==> config.mk <==
export PLATFORM = sky130hd
export DESIGN_NAME = xoroshiro_random_generator_flat
export DESIGN_NICKNAME = d
export VERILOG_FILES = /design/src/rtl/core/xrg_pkg.sv /design/src/rtl/core/xrg_if.sv /design/src/rtl/core/xrg_div.sv /design/src/rtl/core/xrg_dp.sv /design/src/rtl/core/xrg_ctrl.sv /design/src/rtl/core/xoroshiro_random_generator.sv /design/src/flat_wrapper.sv
export VERILOG_INCLUDE_DIRS = /design/src /design/src/rtl/core
export SDC_FILE = /design/constraint.sdc
export NUM_CORES = 2
export LEC_CHECK = 0
export ABC_CLOCK_PERIOD_IN_PS = 8700
export BUFFER_PORTS_ARGS = -buffer_cell sky130_fd_sc_hd__buf_2
export CELL_PAD_IN_SITES_DETAIL_PLACEMENT = 1
export CELL_PAD_IN_SITES_GLOBAL_PLACEMENT = 2
export CORE_MARGIN = 2
export CORE_UTILIZATION = 38
export DETAILED_ROUTE_END_ITERATION = 6
export GPL_ROUTABILITY_DRIVEN = 0
export PLACE_DENSITY = 0.76
export SYNTH_ARGS = -nofsm -noshare
export SYNTH_HDL_FRONTEND = slang
export SYNTH_SLANG_ARGS = --single-unit
==> constraint.sdc <==
create_clock -name i_clk -period 8.7 [get_ports i_clk]
set_input_delay 1.74 -clock i_clk [delete_from_list [all_inputs] [get_ports i_clk]]
set_output_delay 1.74 -clock i_clk [all_outputs]
set_load 0.005 [all_outputs]
==> src/rtl/core/assert_macros.svh <==
// Assertion macros shared by the generator's RTL files.
`ifndef ASSERT_MACROS_SVH
`define ASSERT_MACROS_SVH
`ifndef SYNTHESIS
// Checked property, ignored while reset is held.
`define XRG_ASSERT(lbl, clk, rst_n, prop) \
    lbl: assert property (@(posedge clk) disable iff (!rst_n) prop) \
        else $error("xrg assertion failed");
// Checked property that also covers the reset cycles.
`define XRG_ASSERT_NR(lbl, clk, prop) \
    lbl: assert property (@(posedge clk) prop) \
        else $error("xrg assertion failed");
`else
`define XRG_ASSERT(lbl, clk, rst_n, prop)
`define XRG_ASSERT_NR(lbl, clk, prop)
`endif
`endif

==> src/rtl/core/xrg_pkg.sv <==
// Package with the widths, constants, codes and command types of the generator.
`default_nettype none
package xrg_pkg;

    localparam int OPCODE_W = 3;
    localparam int WORD_W   = 64;
    localparam int HALF_W   = 32;
    localparam int BOUND_W  = 31;
    localparam int SKIP_W   = 16;
    localparam int DIV_CNT_W = 5;

    localparam logic [WORD_W-1:0] MIX_XL = 64'h9e3779b97f4a7c15;
    localparam logic [WORD_W-1:0] MIX_XH = 64'h6a09e667f3bcc909;
    localparam logic [WORD_W-1:0] MIX_A  = 64'hbf58476d1ce4e5b9;
    localparam logic [WORD_W-1:0] MIX_B  = 64'h94d049bb133111eb;

    // Operation codes carried by a request.
    typedef enum logic [OPCODE_W-1:0] {
        OP_SEED    = 3'd0,
        OP_NEXT    = 3'd1,
        OP_BOUNDED = 3'd2,
        OP_FLOAT   = 3'd3,
        OP_SKIP    = 3'd4,
        OP_PAIR    = 3'd5
    } t_opcode;

    // Which 32-bit halves feed the shared multiplier.
    typedef enum logic [1:0] {
        PART_LO = 2'd0,
        PART_HL = 2'd1,
        PART_LH = 2'd2
    } t_mul_part;

    // Multiplier operand pair.
    typedef enum logic [1:0] {
        MSRC_A     = 2'd0,
        MSRC_B     = 2'd1,
        MSRC_BOUND = 2'd2
    } t_mul_src;

    // Accumulator operation.
    typedef enum logic [1:0] {
        ACC_NONE = 2'd0,
        ACC_LOAD = 2'd1,
        ACC_ADD  = 2'd2
    } t_acc_op;

    // Source of the result register.
    typedef enum logic [2:0] {
        RES_NONE  = 3'd0,
        RES_STEP  = 3'd1,
        RES_FLOAT = 3'd2,
        RES_POW2  = 3'd3,
        RES_MOD   = 3'd4,
        RES_PAIR  = 3'd5
    } t_res_sel;

    // Commands from the controller to the datapath.
    typedef struct packed {
        logic      load;
        logic      step;
        logic      pre_a;
        logic      pre_b;
        logic      word;
        logic      mul_en;
        t_mul_part part;
        t_mul_src  msrc;
        t_acc_op   acc_op;
        logic      fin;
        logic      save_hi;
        logic      cnt_dec;
        logic      div_start;
        t_res_sel  res_sel;
    } t_dp_cmd;

    // Status from the datapath to the controller.
    typedef struct packed {
        logic pow2;
        logic cnt_zero;
        logic div_done;
        logic accept;
    } t_dp_stat;

endpackage
`default_nettype wire

==> src/rtl/core/xrg_if.sv <==
// Request and response channel interfaces of the generator.
`default_nettype none
interface xrg_req_if
    import xrg_pkg::*;
();
    logic                valid;
    logic                ready;
    logic [OPCODE_W-1:0] opcode;
    logic [WORD_W-1:0]   seed_value;
    logic [BOUND_W-1:0]  bound;
    logic [SKIP_W-1:0]   skip_count;

    modport source (output valid, output opcode, output seed_value, output bound,
                    output skip_count, input ready);
    modport sink (input valid, input opcode, input seed_value, input bound,
                  input skip_count, output ready);
endinterface

interface xrg_rsp_if
    import xrg_pkg::*;
();
    logic              valid;
    logic              ready;
    logic [WORD_W-1:0] value;

    modport source (output valid, output value, input ready);
    modport sink (input valid, input value, output ready);
endinterface
`default_nettype wire

==> src/rtl/core/xrg_div.sv <==
// Restoring divider that yields the remainder of a 31-bit division, one bit a cycle.
`default_nettype none
`include "assert_macros.svh"
module xrg_div
    import xrg_pkg::*;
(
    input  wire logic               i_clk,
    input  wire logic               i_rst_n,
    input  wire logic               i_start,
    input  wire logic [BOUND_W-1:0] i_dividend,
    input  wire logic [BOUND_W-1:0] i_divisor,
    output logic                    o_done,
    output logic [BOUND_W-1:0]      o_rem
);

    localparam logic [DIV_CNT_W-1:0] LAST_BIT = DIV_CNT_W'(BOUND_W - 1);

    logic                 r_busy;
    logic                 r_done;
    logic [DIV_CNT_W-1:0] r_cnt;
    logic [BOUND_W-1:0]   r_dvd;
    logic [BOUND_W-1:0]   r_dsr;
    logic [BOUND_W-1:0]   r_rem;
    logic [BOUND_W:0]     shifted;
    logic [BOUND_W:0]     trial;

    // One restoring step: bring in the next dividend bit and try a subtract.
    assign shifted = {r_rem, r_dvd[BOUND_W-1]};
    assign trial   = shifted - {1'b0, r_dsr};

    // Control: busy for one cycle per dividend bit, then a done pulse.
    always_ff @(posedge i_clk) begin
        if (!i_rst_n) begin
            r_busy <= 1'b0;
            r_done <= 1'b0;
            r_cnt  <= '0;
        end else begin
            r_done <= 1'b0;
            if (i_start) begin
                r_busy <= 1'b1;
                r_cnt  <= '0;
            end else if (r_busy) begin
                r_cnt <= r_cnt + 1'b1;
                if (r_cnt == LAST_BIT) begin
                    r_busy <= 1'b0;
                    r_done <= 1'b1;
                end
            end
        end
    end

    // Operands and partial remainder.
    always_ff @(posedge i_clk) begin
        if (i_start) begin
            r_dvd <= i_dividend;
            r_dsr <= i_divisor;
            r_rem <= '0;
        end else if (r_busy) begin
            r_dvd <= {r_dvd[BOUND_W-2:0], 1'b0};
            if (!trial[BOUND_W]) begin
                r_rem <= trial[BOUND_W-1:0];
            end else begin
                r_rem <= shifted[BOUND_W-1:0];
            end
        end
    end

    assign o_done = r_done;
    assign o_rem  = r_rem;

    `XRG_ASSERT(a_div_start_idle, i_clk, i_rst_n, i_start |-> !r_busy)
    `XRG_ASSERT(a_div_rem_below, i_clk, i_rst_n, r_done |-> (r_rem < r_dsr))

endmodule
`default_nettype wire

==> src/rtl/core/xrg_dp.sv <==
// Datapath: generator state, seed mixer with a shared 32x32 multiplier, result logic.
`default_nettype none
`include "assert_macros.svh"
module xrg_dp
    import xrg_pkg::*;
(
    input  wire logic               i_clk,
    input  wire logic               i_rst_n,
    input  wire t_dp_cmd            i_cmd,
    input  wire logic [WORD_W-1:0]  i_seed_value,
    input  wire logic [BOUND_W-1:0] i_bound,
    input  wire logic [SKIP_W-1:0]  i_skip_count,
    output t_dp_stat                o_stat,
    output logic [WORD_W-1:0]       o_value
);

    logic [WORD_W-1:0]  r_s0;
    logic [WORD_W-1:0]  r_s1;
    logic [WORD_W-1:0]  r_l;
    logic [BOUND_W-1:0] r_bound;
    logic [SKIP_W-1:0]  r_cnt;
    logic [WORD_W-1:0]  r_rnd;
    logic [WORD_W-1:0]  r_z;
    logic [WORD_W-1:0]  r_prod;
    logic [WORD_W-1:0]  r_acc;
    logic [HALF_W-1:0]  r_hi;
    logic [WORD_W-1:0]  r_res;

    logic [WORD_W-1:0]  sum;
    logic [WORD_W-1:0]  step_out;
    logic [WORD_W-1:0]  h;
    logic [WORD_W-1:0]  s0_next;
    logic [WORD_W-1:0]  s1_next;
    logic [WORD_W-1:0]  mix_in;
    logic [WORD_W-1:0]  mix_out;
    logic [WORD_W-1:0]  op_a;
    logic [WORD_W-1:0]  op_b;
    logic [HALF_W-1:0]  mul_a;
    logic [HALF_W-1:0]  mul_b;
    logic [WORD_W-1:0]  mul_p;
    logic [BOUND_W-1:0] draw;
    logic               div_done;
    logic [BOUND_W-1:0] div_rem;
    logic [HALF_W-1:0]  keep;
    logic [WORD_W-1:0]  res_next;

    // One generator step: output word and the next pair of state words.
    assign sum      = r_s0 + r_s1;
    assign step_out = {sum[46:0], sum[63:47]} + r_s0;
    assign h        = r_s1 ^ r_s0;
    assign s0_next  = {r_s0[14:0], r_s0[63:15]} ^ h ^ {h[42:0], 21'b0};
    assign s1_next  = {h[35:0], h[63:36]};

    // Seed expansion input for the low or high word, and final mix stage.
    assign mix_in  = i_cmd.word ? (r_l + MIX_XL) : r_l;
    assign mix_out = r_acc ^ {31'b0, r_acc[63:31]};

    // The top 31 bits of the latest step feed the bounded int paths.
    assign draw = r_rnd[63:33];

    // Operand pair for the shared multiplier.
    always_comb begin
        case (i_cmd.msrc)
            MSRC_A: begin
                op_a = r_z;
                op_b = MIX_A;
            end
            MSRC_B: begin
                op_a = r_z;
                op_b = MIX_B;
            end
            MSRC_BOUND: begin
                op_a = {33'b0, draw};
                op_b = {33'b0, r_bound};
            end
            default: begin
                op_a = '0;
                op_b = '0;
            end
        endcase
    end

    // Half selection; the cross products only count in their low half.
    always_comb begin
        case (i_cmd.part)
            PART_LO: begin
                mul_a = op_a[31:0];
                mul_b = op_b[31:0];
            end
            PART_HL: begin
                mul_a = op_a[63:32];
                mul_b = op_b[31:0];
            end
            PART_LH: begin
                mul_a = op_a[31:0];
                mul_b = op_b[63:32];
            end
            default: begin
                mul_a = '0;
                mul_b = '0;
            end
        endcase
    end

    assign mul_p = mul_a * mul_b;

    // Result value for the selected operation.
    assign keep = r_rnd[63:32];
    always_comb begin
        case (i_cmd.res_sel)
            RES_STEP:  res_next = r_rnd;
            RES_FLOAT: res_next = {40'b0, r_rnd[63:40]};
            RES_POW2:  res_next = {31'b0, r_acc[63:31]};
            RES_MOD:   res_next = {33'b0, div_rem};
            RES_PAIR:  res_next = {r_hi, 32'b0} + {{32{keep[31]}}, keep};
            default:   res_next = r_res;
        endcase
    end

    // Generator state words, cleared by reset.
    always_ff @(posedge i_clk) begin
        if (!i_rst_n) begin
            r_s0 <= '0;
            r_s1 <= '0;
        end else if (i_cmd.step) begin
            r_s0 <= s0_next;
            r_s1 <= s1_next;
        end else if (i_cmd.fin) begin
            if (i_cmd.word) begin
                r_s1 <= mix_out;
            end else begin
                r_s0 <= mix_out;
            end
        end
    end

    // Request operands, skip counter, step capture and multiply pipeline.
    always_ff @(posedge i_clk) begin
        if (i_cmd.load) begin
            r_l     <= i_seed_value ^ MIX_XH;
            r_bound <= i_bound;
            r_cnt   <= i_skip_count;
        end else if (i_cmd.cnt_dec) begin
            r_cnt <= r_cnt - 1'b1;
        end
        if (i_cmd.save_hi) begin
            r_hi <= r_rnd[63:32];
        end
        if (i_cmd.step) begin
            r_rnd <= step_out;
        end
        if (i_cmd.pre_a) begin
            r_z <= mix_in ^ {30'b0, mix_in[63:30]};
        end else if (i_cmd.pre_b) begin
            r_z <= r_acc ^ {27'b0, r_acc[63:27]};
        end
        if (i_cmd.mul_en) begin
            if (i_cmd.part == PART_LO) begin
                r_prod <= mul_p;
            end else begin
                r_prod <= {mul_p[31:0], 32'b0};
            end
        end
        case (i_cmd.acc_op)
            ACC_LOAD: r_acc <= r_prod;
            ACC_ADD:  r_acc <= r_acc + r_prod;
            default:  r_acc <= r_acc;
        endcase
        r_res <= res_next;
    end

    xrg_div u_div (
        .i_clk      (i_clk),
        .i_rst_n    (i_rst_n),
        .i_start    (i_cmd.div_start),
        .i_dividend (draw),
        .i_divisor  (r_bound),
        .o_done     (div_done),
        .o_rem      (div_rem)
    );

    // Status: power-of-two bound (zero included), skip end, draw acceptance.
    logic [HALF_W-1:0] span;
    assign span = ({1'b0, draw} - {1'b0, div_rem}) + {1'b0, r_bound} - 32'd1;

    assign o_stat.pow2     = ((r_bound & (r_bound - 1'b1)) == '0);
    assign o_stat.cnt_zero = (r_cnt == '0);
    assign o_stat.div_done = div_done;
    assign o_stat.accept   = !span[31];
    assign o_value         = r_res;

    `XRG_ASSERT_NR(a_rst_clears_state, i_clk, !i_rst_n |=> (r_s0 == '0 && r_s1 == '0))

endmodule
`default_nettype wire

==> src/rtl/core/xrg_ctrl.sv <==
// Controller state machine that sequences each operation through the datapath.
`default_nettype none
`include "assert_macros.svh"
module xrg_ctrl
    import xrg_pkg::*;
(
    input  wire logic                i_clk,
    input  wire logic                i_rst_n,
    input  wire logic                i_in_valid,
    input  wire logic [OPCODE_W-1:0] i_opcode,
    output logic                     o_in_ready,
    input  wire logic                i_out_ready,
    output logic                     o_out_valid,
    input  wire t_dp_stat            i_stat,
    output t_dp_cmd                  o_cmd
);

    typedef enum logic [3:0] {
        S_IDLE,
        S_PRE_A,
        S_MUL0,
        S_MUL1,
        S_MUL2,
        S_MUL_ACC,
        S_PRE_B,
        S_FIN,
        S_STEP,
        S_EVAL,
        S_DIV,
        S_PAIR,
        S_SKIP,
        S_RESULT
    } t_state;

    t_state  r_state;
    t_state  n_state;
    t_opcode r_op;
    logic    r_word;
    logic    r_phase;
    logic    r_out_valid;
    logic    accept_in;
    logic    slot_free;

    assign o_in_ready  = (r_state == S_IDLE);
    assign accept_in   = i_in_valid && o_in_ready;
    assign slot_free   = !r_out_valid || i_out_ready;
    assign o_out_valid = r_out_valid;

    // Next state and datapath commands.
    always_comb begin
        n_state    = r_state;
        o_cmd      = '0;
        o_cmd.word = r_word;
        if (r_op == OP_BOUNDED) begin
            o_cmd.msrc = MSRC_BOUND;
        end else if (r_phase) begin
            o_cmd.msrc = MSRC_B;
        end else begin
            o_cmd.msrc = MSRC_A;
        end
        case (r_state)
            S_IDLE: begin
                if (accept_in) begin
                    o_cmd.load = 1'b1;
                    case (t_opcode'(i_opcode))
                        OP_SEED:    n_state = S_PRE_A;
                        OP_NEXT:    n_state = S_STEP;
                        OP_BOUNDED: n_state = S_STEP;
                        OP_FLOAT:   n_state = S_STEP;
                        OP_PAIR:    n_state = S_STEP;
                        OP_SKIP:    n_state = S_SKIP;
                        default:    n_state = S_IDLE;
                    endcase
                end
            end
            S_PRE_A: begin
                o_cmd.pre_a = 1'b1;
                n_state     = S_MUL0;
            end
            S_PRE_B: begin
                o_cmd.pre_b = 1'b1;
                n_state     = S_MUL0;
            end
            S_MUL0: begin
                o_cmd.mul_en = 1'b1;
                o_cmd.part   = PART_LO;
                n_state      = S_MUL1;
            end
            S_MUL1: begin
                o_cmd.mul_en = 1'b1;
                o_cmd.part   = PART_HL;
                o_cmd.acc_op = ACC_LOAD;
                n_state      = S_MUL2;
            end
            S_MUL2: begin
                o_cmd.mul_en = 1'b1;
                o_cmd.part   = PART_LH;
                o_cmd.acc_op = ACC_ADD;
                n_state      = S_MUL_ACC;
            end
            S_MUL_ACC: begin
                o_cmd.acc_op = ACC_ADD;
                if (r_op == OP_BOUNDED) begin
                    n_state = S_RESULT;
                end else if (r_phase) begin
                    n_state = S_FIN;
                end else begin
                    n_state = S_PRE_B;
                end
            end
            S_FIN: begin
                o_cmd.fin = 1'b1;
                n_state   = r_word ? S_IDLE : S_PRE_A;
            end
            S_STEP: begin
                o_cmd.step = 1'b1;
                case (r_op)
                    OP_BOUNDED: n_state = S_EVAL;
                    OP_PAIR:    n_state = S_PAIR;
                    default:    n_state = S_RESULT;
                endcase
            end
            S_PAIR: begin
                o_cmd.save_hi = 1'b1;
                o_cmd.step    = 1'b1;
                n_state       = S_RESULT;
            end
            S_EVAL: begin
                if (i_stat.pow2) begin
                    n_state = S_MUL0;
                end else begin
                    o_cmd.div_start = 1'b1;
                    n_state         = S_DIV;
                end
            end
            S_DIV: begin
                if (i_stat.div_done) begin
                    n_state = i_stat.accept ? S_RESULT : S_STEP;
                end
            end
            S_SKIP: begin
                if (i_stat.cnt_zero) begin
                    n_state = S_IDLE;
                end else begin
                    o_cmd.step    = 1'b1;
                    o_cmd.cnt_dec = 1'b1;
                end
            end
            S_RESULT: begin
                if (slot_free) begin
                    case (r_op)
                        OP_NEXT:    o_cmd.res_sel = RES_STEP;
                        OP_FLOAT:   o_cmd.res_sel = RES_FLOAT;
                        OP_PAIR:    o_cmd.res_sel = RES_PAIR;
                        OP_BOUNDED: o_cmd.res_sel = i_stat.pow2 ? RES_POW2 : RES_MOD;
                        default:    o_cmd.res_sel = RES_NONE;
                    endcase
                    n_state = S_IDLE;
                end
            end
            default: begin
                n_state = S_IDLE;
            end
        endcase
    end

    // State, sequencing flags and the output valid flag.
    always_ff @(posedge i_clk) begin
        if (!i_rst_n) begin
            r_state     <= S_IDLE;
            r_op        <= OP_SEED;
            r_word      <= 1'b0;
            r_phase     <= 1'b0;
            r_out_valid <= 1'b0;
        end else begin
            r_state <= n_state;
            if (accept_in) begin
                r_op   <= t_opcode'(i_opcode);
                r_word <= 1'b0;
            end else if (r_state == S_FIN) begin
                r_word <= 1'b1;
            end
            if (r_state == S_PRE_A) begin
                r_phase <= 1'b0;
            end else if (r_state == S_PRE_B) begin
                r_phase <= 1'b1;
            end
            if (o_cmd.res_sel != RES_NONE) begin
                r_out_valid <= 1'b1;
            end else if (i_out_ready) begin
                r_out_valid <= 1'b0;
            end
        end
    end

    `XRG_ASSERT(a_result_slot_free, i_clk, i_rst_n, (o_cmd.res_sel != RES_NONE) |-> slot_free)

endmodule
`default_nettype wire

==> src/rtl/core/xoroshiro_random_generator.sv <==
// Top level of the xoroshiro128++ generator: controller, datapath and channel wiring.
//
// Usage: requests arrive on i_req (valid/ready); a transfer takes the opcode and its
// operands. Results leave on o_rsp (valid/ready), one 64-bit value per result.
// Seed, skip and unused opcodes produce no result; the others produce exactly one.
// Only one request is in work at a time: i_req.ready is high while the block is idle.
// What each request runs through from its transfer to result valid, before ready returns:
//   next long, float: one generator step, then the result register.
//   long from two high halves: two generator steps, then the result register.
//   bounded int, power-of-two or zero bound: a step, then one multiply of three partial products.
//   bounded int, other bounds: per draw, a step and a run of the bit-serial
//   remainder unit (one bit per cycle); a rejected draw repeats it.
//   seed: set by the shared 32x32 multiplier (four multiplies of
//   three partial products each).
//   skip: as many generator steps as the count, one generator step per cycle.
// The result sits in an output register; a new request is taken while it waits.
// If the receiver stalls, the next result waits in its final state until the
// register is free, and nothing is lost.
// Reset (i_rst_n low, synchronous) clears both state words to zero and empties the
// output; an unseeded generator returns zeros.
`default_nettype none
module xoroshiro_random_generator
    import xrg_pkg::*;
(
    input  wire logic i_clk,
    input  wire logic i_rst_n,
    xrg_req_if.sink   i_req,
    xrg_rsp_if.source o_rsp
);

    t_dp_cmd  cmd;
    t_dp_stat stat;
    logic     in_ready;
    logic     out_valid;

    // Operation sequencer.
    xrg_ctrl u_ctrl (
        .i_clk       (i_clk),
        .i_rst_n     (i_rst_n),
        .i_in_valid  (i_req.valid),
        .i_opcode    (i_req.opcode),
        .o_in_ready  (in_ready),
        .i_out_ready (o_rsp.ready),
        .o_out_valid (out_valid),
        .i_stat      (stat),
        .o_cmd       (cmd)
    );

    // Generator state and arithmetic.
    xrg_dp u_dp (
        .i_clk        (i_clk),
        .i_rst_n      (i_rst_n),
        .i_cmd        (cmd),
        .i_seed_value (i_req.seed_value),
        .i_bound      (i_req.bound),
        .i_skip_count (i_req.skip_count),
        .o_stat       (stat),
        .o_value      (o_rsp.value)
    );

    assign i_req.ready = in_ready;
    assign o_rsp.valid = out_valid;

endmodule
`default_nettype wire
==> src/flat_wrapper.sv <==
// flat-port wrapper written by rule: the top's interface ports become plain ports
module xoroshiro_random_generator_flat import xrg_pkg::*;
  (i_clk, i_rst_n, i_req_valid, i_req_opcode, i_req_seed_value, i_req_bound, i_req_skip_count, i_req_ready, o_rsp_valid, o_rsp_value, o_rsp_ready);
  xrg_req_if i_req_i ();
  xrg_rsp_if o_rsp_i ();
  input  wire logic i_clk;
  input  wire logic i_rst_n;
  input wire logic [$bits(i_req_i.valid)-1:0] i_req_valid;
  input wire logic [$bits(i_req_i.opcode)-1:0] i_req_opcode;
  input wire logic [$bits(i_req_i.seed_value)-1:0] i_req_seed_value;
  input wire logic [$bits(i_req_i.bound)-1:0] i_req_bound;
  input wire logic [$bits(i_req_i.skip_count)-1:0] i_req_skip_count;
  output wire logic [$bits(i_req_i.ready)-1:0] i_req_ready;
  output wire logic [$bits(o_rsp_i.valid)-1:0] o_rsp_valid;
  output wire logic [$bits(o_rsp_i.value)-1:0] o_rsp_value;
  input wire logic [$bits(o_rsp_i.ready)-1:0] o_rsp_ready;
  assign i_req_i.valid = i_req_valid;
  assign i_req_i.opcode = i_req_opcode;
  assign i_req_i.seed_value = i_req_seed_value;
  assign i_req_i.bound = i_req_bound;
  assign i_req_i.skip_count = i_req_skip_count;
  assign i_req_ready = i_req_i.ready;
  assign o_rsp_valid = o_rsp_i.valid;
  assign o_rsp_value = o_rsp_i.value;
  assign o_rsp_i.ready = o_rsp_ready;
  xoroshiro_random_generator u_core (.i_clk(i_clk), .i_rst_n(i_rst_n), .i_req(i_req_i), .o_rsp(o_rsp_i));
endmodule
==> results.md <==
- Final Hold Fails: 0
- R2R Path Start: u_core.u_ctrl.r_state[2]$_SDFFE_PN0P_
- Fin crit period: 8830 ps
- HPWL Detailed: 295 mm
- Initial antenna violation count: 15
- Critical path class: flop to flop
- Slew Limit Fails: 0
- Worst Hold Endpoint: u_core.u_dp.r_hi[0]$_DFFE_PP_
- Setup TNS: -560 ps
- Yosys cell types: 93
- Min-delay src: u_core.u_dp.r_rnd[32]$_DFFE_PP_
- Met2 usage: 0.486
- Status: finished with violations
- Pin count of the biggest net entering global routing: 99
- Die ar.: 0.215 mm2
- Worst path most repeated cell: fa_1
- Drt first pass iters: 7
- Clk slew on worst S/H paths: 60 ps
- Reg2reg path depth: 37
- Unrepaired setup endpoints after global routing: yes
- I/O pin total: 184
- Max_slew headroom: 0.0889
- Met3 Usage GRT: 0.0610
- Fin Clk Skew: 52.6 ps
- Worst-path maximum fanout: 10
- CTS Buf Count: 90
- Core footprint: 0.210 mm2
- Hold path depth: 0
- Via density: 5.73
- TritonCTS clock tree: built
- Filler cell count: 24200
- Die X: 464 um
- Drt initial violations: 8090
- Sinks on Clock Net: 701
- Wire per inst: 29.1 um
- Longest Clk Path Bufs: 3
- Flop-to-flop setup slack: -130 ps
- Fmax: 113 MHz
- Worst min path class: flop to flop
- Reg2reg end: u_core.u_dp.r_prod[60]$_DFFE_PP_
- Failing checks: DRC, setup timing
- P&R area growth vs syn: 19.4%
- # setup viols final: 8
- Vias in the first global route: 73700
- Crit path capture type: flop
- Die height: 464 um
- Slowest cell on crit path: fa_1
- GRT Overall Usage: 0.332
- Clock Latency Late Sink: 750 ps
- Async set or reset register ratio after synthesis: 0
- Via Count: 71700
- Worst Slack Setup Final: -127 ps
- Critical Path Start Type: flop
- Post-Syn Instances: 8949
- Layout cells sized above 1: 0.176
- Routing usage on met1: 0.471
- First-pass GRT wire length: 522 mm
- Seq/Total Area, Yosys: 0.240
- Final nets: 11200
- Tcrit/Tclk final: 1.01
- Ys Warns: 0
- Synthesized area: 0.0803 mm2
- Max cap viols: 0
- Row count: 168
- Crit path DAT: 9260 ps
- Cts hold-fix bufs: 0
- Initial Util: 0.383
- Post-route ant nets: 0
- # DRC: 12
- Yosys reg bits: 701
- Worst path required time: 9130 ps
- Delay of the slowest critical-path stage: 560 ps
- H-tree depth: 3
- GRT Max-Usage Layer: met2
- Ys flop type: edfxtp_1
- Syn Nets: 10500
- Routed wire length: 364 mm
- Port Buffer Count: 183
- Number of synthesized flops with an enable pin: 525
- Mean cell area of the mapped netlist: 8.97 um2
- Gr ovfl total: 0
- Worst-margin pin slew: 1360 ps
- Root buffer cell: clkbuf_16
==> worst max-delay path: cells and delay by family (launching register included) <==
family          cells  cell delay, ps
fa+ha+maj           9            4370
flops               1             370
mux                 1             260
simple gates        6             670
xor+xnor            1             180
compound gates      7            1340
buf+inv            13            1350
==> synth_stat cells, drive strengths merged (37+ instances only) <==
library cell,count,share of area
a21o,200,0.019
a21boi,61,0.0057
mux2,52,0.0073
a222oi,55,0.0069
nor2,816,0.038
ha,549,0.086
o21bai,60,0.0056
nand4,61,0.0048
nor2b,75,0.0058
o21a,78,0.0073
fa,931,0.23
mux2i,109,0.014
nand2,1084,0.051
a31oi,54,0.0042
dfxtp,176,0.044
and3,40,0.0031
a21oi,484,0.030
clkbuf,479,0.022
xor2,223,0.024
o21ai,429,0.027
nand3,134,0.0084
a211oi,37,0.0035
inv,1235,0.058
nand2b,49,0.0038
and2,59,0.0046
nor3,92,0.0057
o211ai,67,0.0063
xnor2,363,0.040
edfxtp,525,0.20
==> worst max path at each step <==
stage                                     startpoint                               end  slack (ps)  cells past startpoint
6_report       u_core.u_ctrl.r_state[2]$_SDFFE_PN0P_  u_core.u_dp.r_prod[60]$_DFFE_PP_        -130                     37
2_1_floorplan  u_core.u_ctrl.r_state[3]$_SDFFE_PN0P_  u_core.u_dp.r_prod[44]$_DFFE_PP_           1                     35
4_1_cts        u_core.u_ctrl.r_state[2]$_SDFFE_PN0P_  u_core.u_dp.r_prod[60]$_DFFE_PP_         -30                     34
3_3_place_gp      u_core.u_ctrl.r_op[1]$_SDFFE_PN0P_  u_core.u_dp.r_prod[62]$_DFFE_PP_        -650                     33
3_5_place_dp      u_core.u_ctrl.r_op[1]$_SDFFE_PN0P_  u_core.u_dp.r_prod[60]$_DFFE_PP_        -800                     34
5_1_grt        u_core.u_ctrl.r_state[1]$_SDFFE_PN0P_  u_core.u_dp.r_prod[63]$_DFFE_PP_        -320                     33
==> layout by cell type, fill, tap and decap left out, types with 52 or more instances in the layout <==
master and count:
a21boi_0 58, a21o_1 198, a21oi_1 448, a222oi_1 55
a31oi_1 52, and2_1 52, buf_12 90, buf_2 183
buf_4 756, clkbuf_16 98, dfxtp_1 170, edfxtp_1 525
fa_1 864, fa_2 67, ha_1 526, inv_1 1205
mux2_2 52, mux2i_1 90, nand2_1 1051, nand3_1 132
nand4_1 61, nor2_1 758, nor2b_1 70, nor3_1 81
o211ai_1 67, o21a_1 69, o21ai_0 356, o21bai_1 56
xnor2_1 361, xor2_1 219
==> cell families (layout without fill, tap and decap cells) <==
logic type | after synthesis | count (layout) | synth area share
AOI/OAI and AO/OA | 1744 | 1744 | 0.139
xor gates and xnor gates | 586 | 586 | 0.0639
adders and majority gates | 1481 | 1481 | 0.318
buffers and inverters | 1751 | 2493 | 0.0822
DFF | 701 | 701 | 0.240
muxes | 161 | 161 | 0.0209
other | 2 | 7 | 0.0000935
and+or+nand+nor | 2523 | 2523 | 0.136
==> through the flow <==
| step | std cells | worst slack [ps] | cell area (um2) | utilization | hold slack, ps |
|---|---|---|---|---|---|
| floorplan | 8949 | 1.44 | 80400 | - | 424 |
| global placement | 12200 | -646 | 90100 | 0.429 | 479 |
| detailed placement | 12200 | -800 | 90100 | 0.429 | 499 |
| CTS | 12400 | -25.9 | 94100 | 0.449 | 505 |
| global route | 12500 | -323 | 95900 | 0.457 | 520 |
| finish | 12500 | -127 | 95900 | 0.457 | 514 |
==> routing by layer <==
layer / wire (um) / part of all wire
met1: 155000 / 0.43
met2: 154000 / 0.42
met3: 34300 / 0.094
met4: 21100 / 0.058
met5: 8 / 0.000022
==> repair_timing <==
action                                  4_1_cts  5_1_grt
setup buffers                                32       50
gates cloned                                  4        5
pin swaps                                    59      134
resized for setup                           190      329
endpoints found under the setup margin       41       45
==> area by class of cell <==
type                            count  area, um2  share of cell area
Sequential cell                   701      19300               0.201
Timing Repair Buffer             1088       9170              0.0957
Clock inverter                     58        528             0.00551
Clock buffer                      110       2420              0.0252
Multi-Input combinational cell   6497      56300               0.587
Inverter                         1236       4650              0.0485
Timing Repair inverter              1       7.51           0.0000783
Tap cell                         2805       3510              0.0366
Antenna cell                        5       12.5            0.000130
==> sequential cells by signal, summed over array words and instances (netlist names), 3 cells and up <==
name,count
u_core.u_dp.r_cnt,16
u_core.u_dp.r_bound,31
u_core.u_dp.r_rnd,64
u_core.u_dp.o_value,64
u_core.u_dp.r_acc,64
u_core.u_dp.r_s1,64
u_core.u_ctrl.r_op,3
u_core.u_dp.r_l,64
u_core.u_dp.r_s0,64
u_core.u_dp.u_div.r_cnt,5
u_core.u_dp.r_hi,32
u_core.u_dp.r_z,64
u_core.u_dp.u_div.r_dsr,31
u_core.u_dp.r_prod,64
u_core.u_ctrl.r_state,4
u_core.u_dp.u_div.r_dvd,31
u_core.u_dp.u_div.o_rem,31
Power is not shown: default switching activity piles up to over one toggle a cycle in this logic, so the estimate is an artifact.
